==> src/rtl/kwm_pkg.sv <==
// ----------------------------------------------------------------------------
// kwm_pkg
// shared constants, codes and control types of the k-way merge core
// ----------------------------------------------------------------------------
package kwm_pkg;

    localparam int DEF_MAX_LISTS    = 16;
    localparam int DEF_MAX_ELEMENTS = 1024;
    localparam int VALUE_W          = 32;

    localparam logic CMD_LOAD = 1'b0;
    localparam logic CMD_TAKE = 1'b1;

    localparam logic [1:0] ST_LOADED  = 2'd0;
    localparam logic [1:0] ST_GIVEN   = 2'd1;
    localparam logic [1:0] ST_REFUSED = 2'd2;
    localparam logic [1:0] ST_EMPTY   = 2'd3;

    typedef enum logic [2:0] {
        S_IDLE,
        S_TREE,
        S_PICK,
        S_ADV,
        S_HEAD,
        S_RESULT
    } kwm_state_t;

    typedef struct packed {
        logic       load_store;
        logic       take_begin;
        logic       pick;
        logic       advance;
        logic       head_load;
        logic       clear_set;
        logic       res_set;
        logic [1:0] res_status;
        logic       out_load;
    } dp_cmd_t;

    typedef struct packed {
        logic load_ok;
        logic draining;
        logic fill_zero;
        logic found;
        logic remaining_zero;
    } dp_status_t;

endpackage

==> src/rtl/kwm_ctrl.sv <==
// ----------------------------------------------------------------------------
// kwm_ctrl
// sequencer for load and take beats, drives the datapath and output beat
// ----------------------------------------------------------------------------
module kwm_ctrl #(
    parameter int MAX_LISTS = 16
) (
    input  logic               clk,
    input  logic               rst_n,
    input  logic               req_valid,
    input  logic               req_cmd,
    output logic               req_ready,
    input  logic               rsp_ready,
    output logic               rsp_valid,
    input  kwm_pkg::dp_status_t st,
    output kwm_pkg::dp_cmd_t   cmd
);
    import kwm_pkg::*;

    localparam int LLW = $clog2(MAX_LISTS);
    localparam int CW  = $clog2(LLW + 1);

    kwm_state_t    state_reg, state_next;
    logic [CW-1:0] cnt_reg, cnt_next;
    logic          rsp_valid_reg, rsp_valid_next;

    always_ff @(posedge clk or negedge rst_n)
    begin
        if (!rst_n)
        begin
            state_reg     <= S_IDLE;
            cnt_reg       <= '0;
            rsp_valid_reg <= 1'b0;
        end
        else
        begin
            state_reg     <= state_next;
            cnt_reg       <= cnt_next;
            rsp_valid_reg <= rsp_valid_next;
        end
    end

    always_comb
    begin
        state_next = state_reg;
        cnt_next   = cnt_reg;
        req_ready  = 1'b0;
        cmd        = '0;
        case (state_reg)
            S_IDLE:
            begin
                req_ready = 1'b1;
                cnt_next  = '0;
                if (req_valid)
                begin
                    if (req_cmd == CMD_LOAD)
                    begin
                        cmd.res_set = 1'b1;
                        if (st.load_ok)
                        begin
                            cmd.load_store = 1'b1;
                            cmd.res_status = ST_LOADED;
                        end
                        else
                        begin
                            cmd.res_status = ST_REFUSED;
                        end
                        state_next = S_RESULT;
                    end
                    else if (st.draining)
                    begin
                        state_next = S_TREE;
                    end
                    else if (st.fill_zero)
                    begin
                        cmd.res_set    = 1'b1;
                        cmd.res_status = ST_EMPTY;
                        state_next     = S_RESULT;
                    end
                    else
                    begin
                        cmd.take_begin = 1'b1;
                        state_next     = S_TREE;
                    end
                end
            end
            S_TREE:
            begin
                cnt_next = cnt_reg + 1'b1;
                if (cnt_reg == CW'(LLW))
                begin
                    state_next = S_PICK;
                end
            end
            S_PICK:
            begin
                if (st.found)
                begin
                    cmd.pick   = 1'b1;
                    state_next = S_ADV;
                end
                else
                begin
                    cmd.clear_set  = 1'b1;
                    cmd.res_set    = 1'b1;
                    cmd.res_status = ST_EMPTY;
                    state_next     = S_RESULT;
                end
            end
            S_ADV:
            begin
                cmd.advance = 1'b1;
                state_next  = S_HEAD;
            end
            S_HEAD:
            begin
                cmd.head_load = 1'b1;
                cmd.clear_set = st.remaining_zero;
                state_next    = S_RESULT;
            end
            S_RESULT:
            begin
                if (!rsp_valid_reg || rsp_ready)
                begin
                    cmd.out_load = 1'b1;
                    state_next   = S_IDLE;
                end
            end
            default:
            begin
                state_next = S_IDLE;
            end
        endcase
    end

    always_comb
    begin
        rsp_valid_next = rsp_valid_reg;
        if (cmd.out_load)
        begin
            rsp_valid_next = 1'b1;
        end
        else if (rsp_ready)
        begin
            rsp_valid_next = 1'b0;
        end
    end

    assign rsp_valid = rsp_valid_reg;

endmodule

==> config.mk <==
export PLATFORM = sky130hd
export DESIGN_NAME = kwm_ctrl
export DESIGN_NICKNAME = d
export VERILOG_FILES = /design/src/rtl/kwm_pkg.sv /design/src/rtl/kwm_ctrl.sv
export SDC_FILE = /design/constraint.sdc
export NUM_CORES = 1
export LEC_CHECK = 0
export BUFFER_PORTS_ARGS = -buffer_cell sky130_fd_sc_hd__buf_2
export CAP_MARGIN = 20
export CORE_MARGIN = 2
export CORE_UTILIZATION = 41
export DETAILED_ROUTE_END_ITERATION = 10
export PLACE_DENSITY = 0.72
export SYNTH_ARGS = -nofsm -noshare
export SYNTH_HDL_FRONTEND = slang
export SYNTH_SLANG_ARGS = --single-unit
==> constraint.sdc <==
create_clock -name clk -period 1.2 [get_ports clk]
set_input_delay 0.24 -clock clk [delete_from_list [all_inputs] [get_ports clk]]
set_output_delay 0.24 -clock clk [all_outputs]
set_load 0.02 [all_outputs]
After elaboration in Yosys (flattened, before gate mapping)
Cells that the tools add are included.
Word-level totals
  bits of input ports: 10
  output and inout bits: 12
  memories kept: 0
  logic and storage cells: 52
  ROM bits: 0
  latch bits: 0
  bits in writable memories: 0
  bits in registers: 7
Operators by class
  multiplexer cells: 33
  add/sub/neg operators: 1
  bitwise logic cells: 0
  shift-type cells: 0
  $lt $le $gt $ge: 0
  reductions and logical operators: 6
  equality and inequality tests: 9
  div/mod/pow operators: 0
  multipliers: 0
Operator list (number)
  two-way mux 3 bit: 11
  case mux 3 bit (6 select lines): 1
  two-way mux 1 bit: 14
  case mux 3 bit (2 select lines): 2
  equality test 3 bit, second input constant: 3
  equality test 3 x 2 -> 1 bit, second input constant: 2
  two-way mux 2 bit: 3
  inequality test 2 bit, second input constant: 3
  two-way mux 4 bit: 1
  nonzero test 2 bit: 2
  adder 3 x 1 -> 3 bit, second input constant: 1
  equality test 3 x 1 -> 1 bit, second input constant: 1
  logical NOT 3 bit: 1
  AND reduction 3 bit: 1
  case mux 1 bit (2 select lines): 1
  logical NOT 1 bit: 1
  logical OR 1 bit: 1

Logic depth before layout (Yosys ltp)
  word-level depth: 5
  depth in mapped cells: 5
  mapped depth without buffers: 5

Worst setup path before layout
OpenSTA, ideal clock, no wires.
  path type: reg-to-output
  start point: register state_reg[0]
  end point: output cmd[8] (netlist name)
  arrival time: 1.372 ns
  cell stages (with the launch flop): 5
  required time: 0.960 ns
  setup slack: -0.412 ns
  path buffers: 0
  cell sequence: dfrtp_1 or3_4 inv_2 nand4b_2 nor2_1
RTL lines
  start: declaration: line kwm_ctrl.sv:23  | kwm_state_t state_reg, state_next;
  start signal: assignment: line kwm_ctrl.sv:37  | state_reg <= state_next;
  end: declaration: line kwm_ctrl.sv:16  | output kwm_pkg::dp_cmd_t cmd

==> summary.md <==
| Metric | Value |
|---|---|
| Lkg Pwr | 0.4523 nW |
| Max frequency | 564.2 MHz |
| DP HPWL | 1.137 mm |
| CTS tree | built |
| Routability Congestion | 0.7422 |
| Area grow syn2layout | 75.73% |
| Yosys reg bits | 7 |
| Failing checks | negative setup slack |
| Min-delay worst type | input pin to register |
| CP Launch Type | register |
| CTS H-tree depth | 1 |
| Reg2reg start | state_reg[1]$_DFFE_PN0P_ |
| Avg Inst Size Synth | 7.842 um^2 |
| Synth area leader | dfrtp_1 |
| RSZ-0062 raised after global routing | yes |
| Fin. Hold Viols | 0 |
| Syn Inst Count | 71 |
| Worst slew pin tran | 0.2323 ns |
| Tcrit/Tclk final | 147.7% |
| CTS Root Cell | clkbuf_4 |
| Fin crit period | 1.773 ns |
| CP Class | register to primary output |
| Clk_skew | 0.003934 ns |
| Placed Instances | 114 |
| Slew margin rel. | 84.48% |
| Global-route wire length before repair | 2.380 mm |
| Async set or reset register ratio after synthesis | 100.0% |
| DRC errors left | 0 |
| Layout cells sized above 1 | 51.43% |
| Post-Syn Area | 556.8 um^2 |
| Die width | 40.85 um |
| Final WL | 1.585 mm |
| Post-synth top area share | 31.46% |
| Worst skew pair latency | 0.26 ns |
| Worst setup EP type | primary output |
| Die area | 1669 um^2 |
| Syn_nets | 83 |
| Max cap viols | 0 |
| TritonCTS buffer count | 3 |
| Port Buffer Count | 21 |
| Hold path startpoint | rsp_ready |
| ANT nets after route | 0 |
| GRT Util Overall | 22.62% |
| Required @ worst endpoint | 0.96 ns |
| Pins Over Slew Limit | 0 |
| Final setup viols | 14 |
| Critical Path AT | 1.53 ns |
| Most frequent cells in the layout | 13 x buf_6, 10 x buf_2, 9 x buf_4 |
| Hold Slack | 0.2732 ns |
| Routed vias/inst | 5.392 |
| Max clock buf depth | 2 |
| Worst setup margin | -0.5725 ns |
| Initial core utilization | 43.33% |
| Crit path from | state_reg[1]$_DFFE_PN0P_ |
| Max IR drop VDD | 1.252 mV |
| Fill cell count | 97 |
| Seq/Total Area, Yosys | 31.46% |
| Post-synth EDFFs | 0 |
| Ports | 22 |
| Routed len/inst | 13.21 um |
| Worst-path clk slew | 0.06 ns |
| Post-Layout Cell Count | 120 |
| Largest net degree at the start of global routing | 16 |
| Status | finished, violations left |
| Row cnt | 13 |
| Core outline area | 1285 um^2 |
| Ys flop type | dfrtp_1 |
| Library cells used by synthesis | 30 |
| Clock Sinks | 7 |
| Design Power | 1.903 mW |
| DRT Pass-1 Iters | 5 |
| Initial DRC Count | 21 |
| DIE HEIGHT | 40.85 um |
| Vias in the first global route | 575 |
| Diode count | 0 |
| Most area-consuming cells after synthesis | dfrtp_1 31%, a21oi_1 6.3%, o21ai_0 6.3%, nor2_1 4.7%, ha_1 4.5% |
| Synth warn | 0 |
| Pwr dens | 1945 nW/um^2 |
| Crit-path max FO | 3 |
| DP Worst Slack | -0.3313 ns |
| Antenna violations before repair | 0 |
| Nets | 118 |
| Vias post-DR | 647 |
| Grt total ovfl | 0 |
| Commonest non-fill, non-tap cell in the layout | buf_6 |
[metrics by stage]
step | utilization, % | cell area, um^2 | TNS, ns
after detailed placement | 63.19 | 812.0 | -2.255
after floorplan | - | 628.1 | -1.308
after CTS | 72.74 | 934.6 | -4.791
after global routing | 76.14 | 978.4 | -5.609
final | 76.14 | 978.4 | -4.834
after global placement | 63.19 | 812.0 | -1.942
[worst paths after layout]
kind	slack (ns)	endpoint	depth (start not counted)
max in group asynchronous	0.69	cnt_reg[1]$_DFFE_PN0P_	2
hold / removal	0.27	rsp_valid$_DFFE_PN0P_	3
hold reg to reg	0.50	cnt_reg[0]$_DFFE_PN0P_	1
setup reg to reg	-0.08	state_reg[2]$_DFFE_PN0P_	4
setup / recovery	-0.57	cmd[1]	5
min in group asynchronous	0.34	cnt_reg[2]$_DFFE_PN0P_	2
[repair_timing]
item	4_1_cts	5_1_grt
gates resized for setup	25	13
hold buffers	1	0
pin swaps	2	3
endpoints found under the setup margin	13	15
hold endpoints to repair	7	0
setup buffers	0	1
[layout make-up]
class | instances | area, um^2 | share of cell area (%)
tap | 15 | 18.77 | 1.918
timing repair buffer | 34 | 289.0 | 29.54
inverter | 6 | 27.53 | 2.813
multi-input combinational | 54 | 441.7 | 45.14
clock buffer | 4 | 26.28 | 2.685
sequential | 7 | 175.2 | 17.90
[cell usage after synthesis, types with 2 or more instances]
cell type and instances:
nand2b_1 4, a21oi_1 7, dfrtp_1 7, ha_1 2, nand2_1 6, nor2_1 7
nor2b_1 4, inv_1 5, buf_2 2, o21ai_0 7
[power breakdown]
part,internal [mW],switching [mW]
logic,0.594,0.660
registers,0.336,0.0862
clock network,0.128,0.0999
total,1.06,0.846
[cell families (layout without fill, tap and decap cells)]
group | Yosys count | count (layout) | share of synthesized area (%)
AND/OR/NAND/NOR | 30 | 30 | 31.23
adder cells (fa/ha/maj) | 2 | 2 | 4.494
flip-flops | 7 | 7 | 31.46
AO/OA/AOI/OAI | 22 | 22 | 24.95
buffers and inverters | 10 | 44 | 7.865
[layer usage]
layer	vias to the layer above	share of wire, %	global-route usage (%)
li1	313	-	-
met1	291	42	24.33
met2	31	48	37.11
met3	12	8.0	11.41
met4	0	2.3	9.167
met5	-	0	0
[worst max-delay path, stage by stage (launching register included)]
cell	delay (ns)
dfrtp_1	0.40
or3_4	0.42
clkinv_4	0.08
nand4b_4	0.12
o22ai_4	0.12
buf_6	0.13
(Power assumes the default switching activity.)
